$ cat config.mk
export PLATFORM = sky130hd
export DESIGN_NAME = tagged_sensor_frame_parser_top
export DESIGN_NICKNAME = d
export VERILOG_FILES = /design/src/tsfp_pkg.sv /design/src/tsfp_cfg_regs.sv /design/src/tsfp_parser.sv /design/src/tsfp_out_buf.sv /design/src/tagged_sensor_frame_parser_top.sv
export SDC_FILE = /design/constraint.sdc
export NUM_CORES = 1
export LEC_CHECK = 0
export BUFFER_PORTS_ARGS = -buffer_cell sky130_fd_sc_hd__buf_2
export CORE_MARGIN = 4
export CORE_UTILIZATION = 55
export CTS_BUF_LIST = sky130_fd_sc_hd__clkbuf_8
export DETAILED_ROUTE_END_ITERATION = 8
export GPL_TIMING_DRIVEN = 0
export PLACE_DENSITY = 0.75
export SLEW_MARGIN = 20
export SYNTH_ARGS = -nofsm -noshare
export SYNTH_HDL_FRONTEND = slang
export SYNTH_SLANG_ARGS = --single-unit
$ cat constraint.sdc
create_clock -name clk_i -period 23.1 [get_ports clk_i]
set_input_delay 4.62 -clock clk_i [delete_from_list [all_inputs] [get_ports clk_i]]
set_output_delay 4.62 -clock clk_i [all_outputs]
set_load 0.01 [all_outputs]
$ cat src/tsfp_pkg.sv
`timescale 1ns / 1ps

package tsfp_pkg;

  localparam int unsigned ByteW     = 8;
  localparam int unsigned CfgIdxW   = 3;
  localparam int unsigned IdxW      = 4;
  localparam int unsigned TimeW     = 64;
  localparam int unsigned HalfW     = 16;
  localparam int unsigned RsW       = 2 * HalfW;
  localparam int unsigned StatusW   = 3;
  localparam int unsigned PayloadW  = TimeW + HalfW + HalfW + StatusW;
  localparam int unsigned TdataW    = ((PayloadW + 7) / 8) * 8;

  localparam logic [IdxW-1:0] AvgBytes   = IdxW'(2);
  localparam logic [IdxW-1:0] TimeBytes  = IdxW'(8);
  localparam logic [IdxW-1:0] RecBytes   = IdxW'(12);

  typedef enum logic [CfgIdxW-1:0] {
    CFG_TAG_MODE     = 3'd0,
    CFG_TAG_MOOD     = 3'd1,
    CFG_TAG_AVERAGE  = 3'd2,
    CFG_TAG_RECORD   = 3'd3,
    CFG_MODE_RESTING = 3'd4,
    CFG_MODE_ACTIVE  = 3'd5
  } cfg_idx_e;

  typedef enum logic [2:0] {
    PH_MODE_TAG = 3'd0,
    PH_MODE_VAL = 3'd1,
    PH_MOOD_TAG = 3'd2,
    PH_MOOD_VAL = 3'd3,
    PH_AVG_TAG  = 3'd4,
    PH_AVG_VAL  = 3'd5,
    PH_REC_TAG  = 3'd6,
    PH_REC_VAL  = 3'd7
  } phase_e;

  typedef enum logic [StatusW-1:0] {
    ST_OK_REST     = 3'd0,
    ST_OK_ACTIVE   = 3'd1,
    ST_BAD_MODE    = 3'd2,
    ST_WRONG_ORDER = 3'd3,
    ST_UNKNOWN_TAG = 3'd4,
    ST_TRUNCATED   = 3'd5
  } status_e;

  typedef enum logic {
    KIND_RECORD = 1'b0,
    KIND_STATUS = 1'b1
  } kind_e;

  typedef struct packed {
    logic [ByteW-1:0] tag_mode;
    logic [ByteW-1:0] tag_mood;
    logic [ByteW-1:0] tag_average;
    logic [ByteW-1:0] tag_record;
    logic [ByteW-1:0] mode_resting;
    logic [ByteW-1:0] mode_active;
  } cfg_t;

  typedef struct packed {
    kind_e             item_kind;
    logic [TimeW-1:0]  time_ms;
    logic [HalfW-1:0]  heart_rate;
    logic [HalfW-1:0]  step_count;
    status_e           frame_status;
  } result_t;

endpackage

$ cat src/tsfp_cfg_regs.sv
`timescale 1ns / 1ps

module tsfp_cfg_regs (
  input  logic                          clk_i,
  input  logic                          rst_ni,
  input  logic                          cfg_we_i,
  input  logic [tsfp_pkg::CfgIdxW-1:0]  cfg_idx_i,
  input  logic [tsfp_pkg::ByteW-1:0]    cfg_data_i,
  output tsfp_pkg::cfg_t                cfg_o
);
  import tsfp_pkg::*;

  cfg_t cfg_q, cfg_d;

  always_comb begin
    cfg_d = cfg_q;
    if (cfg_we_i) begin
      case (cfg_idx_e'(cfg_idx_i))
        CFG_TAG_MODE:     cfg_d.tag_mode     = cfg_data_i;
        CFG_TAG_MOOD:     cfg_d.tag_mood     = cfg_data_i;
        CFG_TAG_AVERAGE:  cfg_d.tag_average  = cfg_data_i;
        CFG_TAG_RECORD:   cfg_d.tag_record   = cfg_data_i;
        CFG_MODE_RESTING: cfg_d.mode_resting = cfg_data_i;
        CFG_MODE_ACTIVE:  cfg_d.mode_active  = cfg_data_i;
        default:          cfg_d = cfg_q;
      endcase
    end
  end

  always_ff @(posedge clk_i or negedge rst_ni) begin
    if (!rst_ni) begin
      cfg_q.tag_mode     <= ByteW'(0);
      cfg_q.tag_mood     <= ByteW'(1);
      cfg_q.tag_average  <= ByteW'(2);
      cfg_q.tag_record   <= ByteW'(3);
      cfg_q.mode_resting <= ByteW'(0);
      cfg_q.mode_active  <= ByteW'(1);
    end else begin
      cfg_q <= cfg_d;
    end
  end

  assign cfg_o = cfg_q;

endmodule

$ cat src/tsfp_parser.sv
`timescale 1ns / 1ps

module tsfp_parser (
  input  logic                        clk_i,
  input  logic                        rst_ni,
  input  tsfp_pkg::cfg_t              cfg_i,
  input  logic                        in_valid_i,
  input  logic [tsfp_pkg::ByteW-1:0]  in_byte_i,
  input  logic                        in_last_i,
  output logic                        res_valid_o,
  output tsfp_pkg::result_t           res_o
);
  import tsfp_pkg::*;

  phase_e            phase_q, phase_d;
  logic [IdxW-1:0]   idx_q, idx_d, idx_inc;
  logic [TimeW-1:0]  shift_q, shift_d;
  logic [RsW-1:0]    rs_q, rs_d;
  logic [ByteW-1:0]  mode_q, mode_d;
  status_e           err_code_q, err_code_d;
  logic              err_seen_q, err_seen_d;
  logic [ByteW-1:0]  expected;
  logic              tag_any;
  logic              tag_hit;
  logic              new_err;
  status_e           new_err_code;
  logic              emit_rec;
  logic              final_ok;

  assign idx_inc = idx_q + IdxW'(1);

  assign tag_any = (in_byte_i == cfg_i.tag_mode) || (in_byte_i == cfg_i.tag_mood) ||
                   (in_byte_i == cfg_i.tag_average) || (in_byte_i == cfg_i.tag_record);

  always_comb begin
    case (phase_q)
      PH_MODE_TAG: expected = cfg_i.tag_mode;
      PH_MOOD_TAG: expected = cfg_i.tag_mood;
      PH_AVG_TAG:  expected = cfg_i.tag_average;
      default:     expected = cfg_i.tag_record;
    endcase
  end

  assign tag_hit      = (in_byte_i == expected);
  assign new_err      = !err_seen_q && !tag_hit &&
                        (phase_q inside {PH_MODE_TAG, PH_MOOD_TAG, PH_AVG_TAG, PH_REC_TAG});
  assign new_err_code = tag_any ? ST_WRONG_ORDER : ST_UNKNOWN_TAG;
  assign final_ok     = !err_seen_q && (phase_q == PH_REC_TAG) && tag_hit && in_last_i;
  assign emit_rec     = !err_seen_q && (phase_q == PH_REC_VAL) && (idx_inc >= RecBytes);

  always_comb begin
    phase_d    = phase_q;
    idx_d      = idx_q;
    shift_d    = shift_q;
    rs_d       = rs_q;
    mode_d     = mode_q;
    err_code_d = err_code_q;
    err_seen_d = err_seen_q;

    if (!err_seen_q) begin
      case (phase_q)
        PH_MODE_TAG, PH_MOOD_TAG, PH_AVG_TAG, PH_REC_TAG: begin
          if (tag_hit) begin
            if (phase_q != PH_REC_TAG || !in_last_i) begin
              phase_d = phase_e'(phase_q + 3'd1);
              idx_d   = '0;
            end
          end else if (tag_any) begin
            err_code_d = ST_WRONG_ORDER;
            err_seen_d = 1'b1;
          end else begin
            err_code_d = ST_UNKNOWN_TAG;
            err_seen_d = 1'b1;
          end
        end
        PH_MODE_VAL: begin
          mode_d  = in_byte_i;
          phase_d = PH_MOOD_TAG;
        end
        PH_MOOD_VAL: begin
          phase_d = PH_AVG_TAG;
        end
        PH_AVG_VAL: begin
          idx_d = idx_inc;
          if (idx_inc >= AvgBytes) begin
            phase_d = PH_REC_TAG;
            idx_d   = '0;
          end
        end
        PH_REC_VAL: begin
          if (idx_q < TimeBytes) begin
            shift_d = {shift_q[TimeW-ByteW-1:0], in_byte_i};
          end else begin
            rs_d = {rs_q[RsW-ByteW-1:0], in_byte_i};
          end
          idx_d = idx_inc;
          if (idx_inc >= RecBytes) begin
            phase_d  = PH_REC_TAG;
            idx_d    = '0;
          end
        end
        default: phase_d = phase_q;
      endcase
    end

    if (in_last_i) begin
      phase_d    = PH_MODE_TAG;
      idx_d      = '0;
      shift_d    = '0;
      rs_d       = '0;
      mode_d     = '0;
      err_code_d = ST_OK_REST;
      err_seen_d = 1'b0;
    end
  end

  always_comb begin
    res_o = '0;
    if (in_last_i) begin
      res_o.item_kind = KIND_STATUS;
      if (err_seen_q) begin
        res_o.frame_status = err_code_q;
      end else if (new_err) begin
        res_o.frame_status = new_err_code;
      end else if (!final_ok) begin
        res_o.frame_status = ST_TRUNCATED;
      end else if (mode_q == cfg_i.mode_resting) begin
        res_o.frame_status = ST_OK_REST;
      end else if (mode_q == cfg_i.mode_active) begin
        res_o.frame_status = ST_OK_ACTIVE;
      end else begin
        res_o.frame_status = ST_BAD_MODE;
      end
    end else if (emit_rec) begin
      res_o.item_kind  = KIND_RECORD;
      res_o.time_ms    = shift_d;
      res_o.heart_rate = rs_d[RsW-1:HalfW];
      res_o.step_count = rs_d[HalfW-1:0];
    end
  end

  assign res_valid_o = in_valid_i && (in_last_i || emit_rec);

  always_ff @(posedge clk_i or negedge rst_ni) begin
    if (!rst_ni) begin
      phase_q    <= PH_MODE_TAG;
      idx_q      <= '0;
      shift_q    <= '0;
      rs_q       <= '0;
      mode_q     <= '0;
      err_code_q <= ST_OK_REST;
      err_seen_q <= 1'b0;
    end else if (in_valid_i) begin
      phase_q    <= phase_d;
      idx_q      <= idx_d;
      shift_q    <= shift_d;
      rs_q       <= rs_d;
      mode_q     <= mode_d;
      err_code_q <= err_code_d;
      err_seen_q <= err_seen_d;
    end
  end

endmodule

$ cat src/tsfp_out_buf.sv
`timescale 1ns / 1ps

module tsfp_out_buf (
  input  logic               clk_i,
  input  logic               rst_ni,
  input  logic               in_valid_i,
  input  tsfp_pkg::result_t  in_data_i,
  output logic               in_ready_o,
  output logic               out_valid_o,
  output tsfp_pkg::result_t  out_data_o,
  input  logic               out_ready_i
);
  import tsfp_pkg::*;

  logic    out_valid_q, out_valid_d;
  logic    skid_valid_q, skid_valid_d;
  result_t out_q, out_d;
  result_t skid_q, skid_d;
  logic    out_free;

  assign out_free   = !out_valid_q || out_ready_i;
  assign in_ready_o = !skid_valid_q;

  always_comb begin
    out_valid_d  = out_valid_q;
    skid_valid_d = skid_valid_q;
    out_d        = out_q;
    skid_d       = skid_q;
    if (out_free) begin
      out_valid_d  = skid_valid_q || in_valid_i;
      out_d        = skid_valid_q ? skid_q : in_data_i;
      skid_valid_d = 1'b0;
    end else if (in_valid_i) begin
      skid_valid_d = 1'b1;
      skid_d       = in_data_i;
    end
  end

  always_ff @(posedge clk_i or negedge rst_ni) begin
    if (!rst_ni) begin
      out_valid_q  <= 1'b0;
      skid_valid_q <= 1'b0;
    end else begin
      out_valid_q  <= out_valid_d;
      skid_valid_q <= skid_valid_d;
    end
  end

  always_ff @(posedge clk_i) begin
    out_q  <= out_d;
    skid_q <= skid_d;
  end

  assign out_valid_o = out_valid_q;
  assign out_data_o  = out_q;

endmodule

$ cat src/tagged_sensor_frame_parser_top.sv
`timescale 1ns / 1ps

// Tagged sensor packet parser. Takes one packet byte per transaction on the slave
// stream (tlast on the final byte) and accepts a byte every cycle while tready is
// high. Each byte goes through a single parser state update; a finished 12-byte
// record is registered in the output buffer before it is sent on the master stream,
// and the last byte of a packet sends a status item instead (tuser high). A two-entry
// output buffer lets the input keep running while the master side stalls for one
// transaction; the input stalls only once both entries hold results. Configure the
// tag and mode registers only while no packet is in flight.

module tagged_sensor_frame_parser_top (
  input  logic                         clk_i,
  input  logic                         rst_ni,
  input  logic                         cfg_we_i,
  input  logic [tsfp_pkg::CfgIdxW-1:0] cfg_idx_i,
  input  logic [tsfp_pkg::ByteW-1:0]   cfg_data_i,
  input  logic                         s_axis_tvalid_i,
  output logic                         s_axis_tready_o,
  // data_byte[7:0]
  input  logic [tsfp_pkg::ByteW-1:0]   s_axis_tdata_i,
  input  logic                         s_axis_tlast_i,
  output logic                         m_axis_tvalid_o,
  input  logic                         m_axis_tready_i,
  // time_ms[63:0], heart_rate[79:64], step_count[95:80], frame_status[98:96], zero pad
  output logic [tsfp_pkg::TdataW-1:0]  m_axis_tdata_o,
  // item_kind[0]
  output logic                         m_axis_tuser_o
);
  import tsfp_pkg::*;

  cfg_t    cfg;
  logic    in_acc;
  logic    res_valid;
  result_t res;
  result_t out_res;

  assign in_acc = s_axis_tvalid_i && s_axis_tready_o;

  tsfp_cfg_regs u_cfg (
    .clk_i      (clk_i),
    .rst_ni     (rst_ni),
    .cfg_we_i   (cfg_we_i),
    .cfg_idx_i  (cfg_idx_i),
    .cfg_data_i (cfg_data_i),
    .cfg_o      (cfg)
  );

  tsfp_parser u_parser (
    .clk_i       (clk_i),
    .rst_ni      (rst_ni),
    .cfg_i       (cfg),
    .in_valid_i  (in_acc),
    .in_byte_i   (s_axis_tdata_i),
    .in_last_i   (s_axis_tlast_i),
    .res_valid_o (res_valid),
    .res_o       (res)
  );

  tsfp_out_buf u_out (
    .clk_i       (clk_i),
    .rst_ni      (rst_ni),
    .in_valid_i  (res_valid),
    .in_data_i   (res),
    .in_ready_o  (s_axis_tready_o),
    .out_valid_o (m_axis_tvalid_o),
    .out_data_o  (out_res),
    .out_ready_i (m_axis_tready_i)
  );

  assign m_axis_tdata_o = {(TdataW - PayloadW)'(0), out_res.frame_status,
                           out_res.step_count, out_res.heart_rate, out_res.time_ms};
  assign m_axis_tuser_o = out_res.item_kind;

endmodule
After elaboration in Yosys (flattened, before gate mapping):

Index checks and enable logic that the tools add are counted.

* register bits after elaboration: 365
* bits in latches: 0
* memory bits (writable): 0
* bits in read-only memories: 0
* input port bits: 25
* logic and storage cells: 144
* memories kept: 0

* $add $sub $neg: 2
* multiply operators: 0
* divide/modulo/power cells: 0
* order comparisons: 3
* eq/ne operators: 26
* shifts and indexed selects: 0
* muxes and demuxes: 47
* bitwise gates (word level): 1
* reductions and logical operators: 40

Operators by type and width (number)
* two-way mux 64 bit: 4
* two-way mux 96 bit: 2
* two-way mux 32 bit: 4
* two-way mux 100 bit: 1
* equality test 8 bit: 7
* two-way mux 3 bit: 15
* two-way mux 4 bit: 6
* two-way mux 8 bit: 3
* case mux 8 bit (3 select lines): 1
* equality test 3 bit, second input constant: 6
* case mux 3 bit (5 select lines): 1
* AND reduction 2 bit: 7
* equality test 3 x 2 -> 1 bit, second input constant: 4
* case mux 4 bit (3 select lines): 1
* logical AND 1 bit: 9
* inequality test 3 x 2 -> 1 bit, second input constant: 3
* nonzero test 4 bit: 2
* logical OR 1 bit: 7
* two-way mux 1 bit: 7
* equality test 3 x 1 -> 1 bit, second input constant: 2
* zero test 3 bit: 2
* inequality test 3 bit, second input constant: 2
* AND reduction 6 bit: 1
* nonzero test 2 bit: 3
* 13 further kinds: 19

Depth between registers and ports, before layout:

* depth in word-level cells: 10
* mapped depth: 12

Modules after synthesis:

From an unflattened synthesis, not the netlist that was laid out.

* cell total of the unflattened synthesis: 1376
* area, all modules: 16986.3 um^2

Modules (own cells, without submodules)
* tsfp_parser: instances 1, cells each 943, area an instance 7777.5 um^2, sequential area each 2852.7 um^2
* tsfp_out_buf: instances 1, cells each 320, area an instance 7322.0 um^2, sequential area each 6055.8 um^2
* tsfp_cfg_regs: instances 1, cells each 106, area an instance 1839.3 um^2, sequential area each 1207.4 um^2
* tagged_sensor_frame_parser_top: instances 1, cells each 7, area an instance 47.5 um^2, sequential area each 0.0 um^2

Least setup slack after synthesis:

No wires, ideal clock.

* path type: input -> register
* from: in m_axis_tready_i
* to: reg u_out.skid_q[0] in the netlist's numbering (enable)
* arrival: 14.033 ns
* data required time: 22.419 ns
* slack: 8.386 ns
* stages: 2
* path buffers: 0
* path through: nand2b_1 > nor3_1

* word-level cells in the longest chain between the ends: 3

RTL lines
* start, declared: RTL line tagged_sensor_frame_parser_top.sv:24 `input logic m_axis_tready_i,`
* logical OR 1 bit: RTL line tsfp_out_buf.sv:21 `assign out_free = !out_valid_q || out_ready_i;`
* inverter 1 bit (no line)
* AND reduction 2 bit (no line)
* end signal, assigned: RTL line tsfp_out_buf.sv:51 `skid_q <= skid_d;`
* end, declared: RTL line tsfp_out_buf.sv:18 `result_t skid_q, skid_d;`

No other way between the ends.
A chain may end at the register's enable or synchronous reset.

Final worst setup path:

* from: reg u_out.skid_valid_q
* to: out s_axis_tready_o

* word-level cells in the longest chain between the ends: 1

RTL lines
* start, declared: RTL line tsfp_out_buf.sv:16 `logic skid_valid_q, skid_valid_d;`
* start signal, assigned: RTL line tsfp_out_buf.sv:45 `skid_valid_q <= skid_valid_d;`
* zero test 1 bit: RTL line tsfp_out_buf.sv:22 `assign in_ready_o = !skid_valid_q;`
* end, declared: RTL line tagged_sensor_frame_parser_top.sv:19 `output logic s_axis_tready_o,`

No other way between the ends.

==> flow_metrics.py <==
metrics = {
    "clocking": {
        "cts_resized": 0,
        "cts_sinks": 364,
        "cts_root_buf": "clkbuf_8",
        "clk_pin_slew_ns": 0.06,
        "cts_htree_levels": 2,
        "cts_setup_buffers": 0,
        "cts_buffers": 56,
        "clockBufferDepth": 3,
        "cts_hold_buf": 0,
        "clock_latency_ns": 0.60,
        "cts_tree": "built",
    },
    "die": {
        "row_count": 63,
        "pin_count": 132,
        "core-area_um2": 29700,
        "start_util_pct": 56.0,
        "die_w_um": 182,
        "die_area_um2": 33100,
        "die_height_um": 182,
    },
    "power": {
        "leakage_nw": 7.87,
        "power_density_nw_per_um2": 83.7,
        "seqPwrFrac_pct": 52.1,
        "pwr-share-comb_pct": 15.8,
        "switching_power_w": 0.000449,
        "peakVddDrop_mv": 0.0555,
        "switching_share_pct": 28.2,
        "clkPwrFrac_pct": 32.0,
        "p_int_w": 0.00114,
    },
    "worst_setup_path": {
        "r2r-end": "u_out.out_data_o[0]$_DFFE_PN_",
        "r2r_slack_ns": 19.78,
        "cp.depth": 6,
        "worstReg2RegStart": "u_parser.phase_q[0]$_DFFE_PN0P_",
        "worstPathCellList": "clkbuf_1 -> inv_1 -> clkbuf_1 -> clkbuf_1 -> clkbuf_1 -> buf_2",
        "path_class": "flop to primary output",
        "crit_path_start_kind": "flop",
        "crit_required_ns": 18.48,
        "reg2regPathDepth": 12,
        "critPathMaxStageDelay_ns": 0.70,
        "cp_top_family": "buffers and inverters",
        "crit_buf_inv": 6,
        "crit_start": "u_out.skid_valid_q$_DFFE_PN0P_",
        "critPathMostFrequentCell": "clkbuf_1",
        "crit_fanout": 10,
        "crit_slowest_cell": "clkbuf_1",
        "critPathArrivalTime_ns": 3.34,
        "end_kind": "primary output",
    },
    "synth": {
        "ys_seq_elements": 364,
        "yosys_warnings": 0,
        "synth.largest_area_cell": "edfxtp_1",
        "synth_area_leaders": "edfxtp_1 (36%), dfrtp_1 (24%), mux2_2 (9.7%)",
        "synthFlopType": "edfxtp_1",
        "synth_cells": 1427,
        "seq_area_frac_synth_pct": 60.8,
        "yosysUniqueCellTypes": 56,
        "yosys.area.top_type_share_pct": 36.1,
        "syn_area_per_cell_um2": 11.7,
        "syn-cell-area_um2": 16700,
        "synth_edf_count": 200,
        "synthArstFlopShare_pct": 45.1,
    },
    "place": {
        "place_hpwl_um": 27600,
        "place_inst": 1956,
        "port_buffers": 122,
        "gp_congestion": 0.884,
    },
    "detailed_routing": {
        "via_count": 12000,
        "vias_per_cell": 5.82,
        "drt_iter0_drc": 942,
        "drt_drc_violations_left": 0,
        "post_drt_wl_per_cell_um": 19.2,
        "wl_um": 39600,
        "drtPass1Iterations": 6,
        "antenna_left": 0,
    },
    "finish": {
        "syn_to_final_growth_pct": 14.2,
        "diodes": 0,
        "final_common_cell": "nand2_1",
        "final_cell_mix": "nand2_1 (308), edfxtp_1 (200), dfrtp_1 (159)",
        "fin_nets": 1655,
        "fin_cells": 2059,
        "drive_above_1_share_pct": 22.8,
    },
    "grt": {
        "gr-total-overflow": 0,
        "grt_pass1_vias": 11800,
        "grt_max_degree": 95,
        "grt_usage_pct": 23.8,
        "antenna_found_initial": 0,
        "grt_pass1_wl_um": 64300,
    },
    "run_status": {
        "status": "finished clean",
    },
    "timing": {
        "max_freq_mhz": 126,
        "finalCritPeriodShare_pct": 34.5,
        "fin_tns_setup_ns": 0,
        "relSlewSlack_pct": 30.3,
        "setup_viol": 0,
        "rsz0062_at_grt": "no",
        "clock_skew_ns": 0.0284,
        "hold_viol": 0,
        "min_period_ns": 7.96,
        "slew_viol_final": 0,
        "worst_pin_slew_ns": 1.04,
    },
    "job": {
        "cap_viol_max_count": 0,
    },
    "hold_path": {
        "hold_end": "u_parser.shift_q[61]$_DFFE_PN0P_",
        "hp-class": "flop to flop",
        "hold_depth": 2,
        "min-delay-start": "u_parser.shift_q[61]$_DFFE_PN0P_",
    },
}
power by group through the flow:
stage | sequential, W | clock, W | combinational [W]
after global placement | 0.000841 | 0 | 0.000239
after global routing | 0.000839 | 0.000554 | 0.000280
after CTS | 0.000828 | 0.000521 | 0.000251
after detailed placement | 0.000841 | 0 | 0.000250
after floorplan | 0.000833 | 0 | 0.000172
final | 0.000830 | 0.000509 | 0.000252
registers in the layout, summed over array words and instances, names as in the netlist, 2 cells and up:
register	count
u_out.out_data_o	100
u_cfg.cfg_o	48
u_parser.shift_q	64
u_out.skid_q	100
u_parser.phase_q	3
u_parser.err_code_q	2
u_parser.mode_q	8
u_parser.idx_q	4
u_parser.rs_q	32
Yosys cell counts (6+ instances only):
library cell / count
dfrtp_1: 159
nor2_1: 16
clkbuf_1: 71
ha_1: 6
mux2i_1: 12
a21boi_0: 77
nand3_1: 11
buf_1: 13
a21oi_1: 99
xor2_1: 33
nand4_1: 13
nand2b_1: 10
a22o_1: 22
nor2b_1: 8
nor3_1: 17
o21ai_0: 80
nand2_1: 308
buf_2: 7
mux2_2: 144
nor4_1: 12
inv_1: 12
a22oi_1: 12
xnor2_1: 9
edfxtp_1: 200
final cells by class:
type	instances	area [µm²]
buffer	99	422
sequential	364	10100
timing repair buffer	135	758
clock buffer	64	881
inverter	12	45.0
fill	2336	10700
tap	390	488
multi-input combinational	956	6120
clock inverter	39	196
worst min-delay path, delay by kind of cell (launching register included):
family / cells / cell delay [ns]
simple gates: 1 / 0.04
flops: 1 / 0.34
compound gates: 1 / 0.06
worst max path at each step:
stage | end
after floorplan | u_out.skid_q[0]$_DFFE_PP_
after global placement | u_out.skid_q[9]$_DFFE_PP_
after detailed placement | u_out.skid_q[8]$_DFFE_PP_
after CTS | s_axis_tready_o
after global routing | s_axis_tready_o
final | s_axis_tready_o
stage by stage:
step,power [W],worst slack [ns],hold slack (ns),util (%),cell area (µm²)
3_5_place_dp,0.00109,15.65,0.471,60.4,17900
2_1_floorplan,0.00100,8.39,0.450,-,16700
6_report,0.00159,15.14,0.481,64.0,19000
5_1_grt,0.00167,15.00,0.508,64.0,19000
4_1_cts,0.00160,15.12,0.484,64.0,19000
3_3_place_gp,0.00108,4.06,0.462,59.8,17800
logic make-up (layout without fill, tap and decap cells):
logic type | Yosys count | after routing | share of synthesized area [%]
xor+xnor | 42 | 42 | 2.21
other cells | 1 | 5 | 0.0225
simple gates | 413 | 413 | 10.6
compound gates | 334 | 334 | 12.7
mux | 156 | 156 | 10.5
fa+ha+maj | 6 | 6 | 0.451
flops | 364 | 364 | 60.8
buf+inv | 111 | 349 | 2.80
per-layer routing:
metal | share of wire (%) | up-vias | track usage, % | wire length, µm
met2 | 47 | 448 | 38.2 | 18700
met4 | 2.7 | 0 | 7.39 | 1050
met1 | 44 | 5905 | 33.8 | 17300
met5 | 0 | - | 0 | 0
met3 | 6.5 | 83 | 3.69 | 2580
li1 | - | 5547 | - | -
No activity file was read; power rests on OpenSTA's default activity.
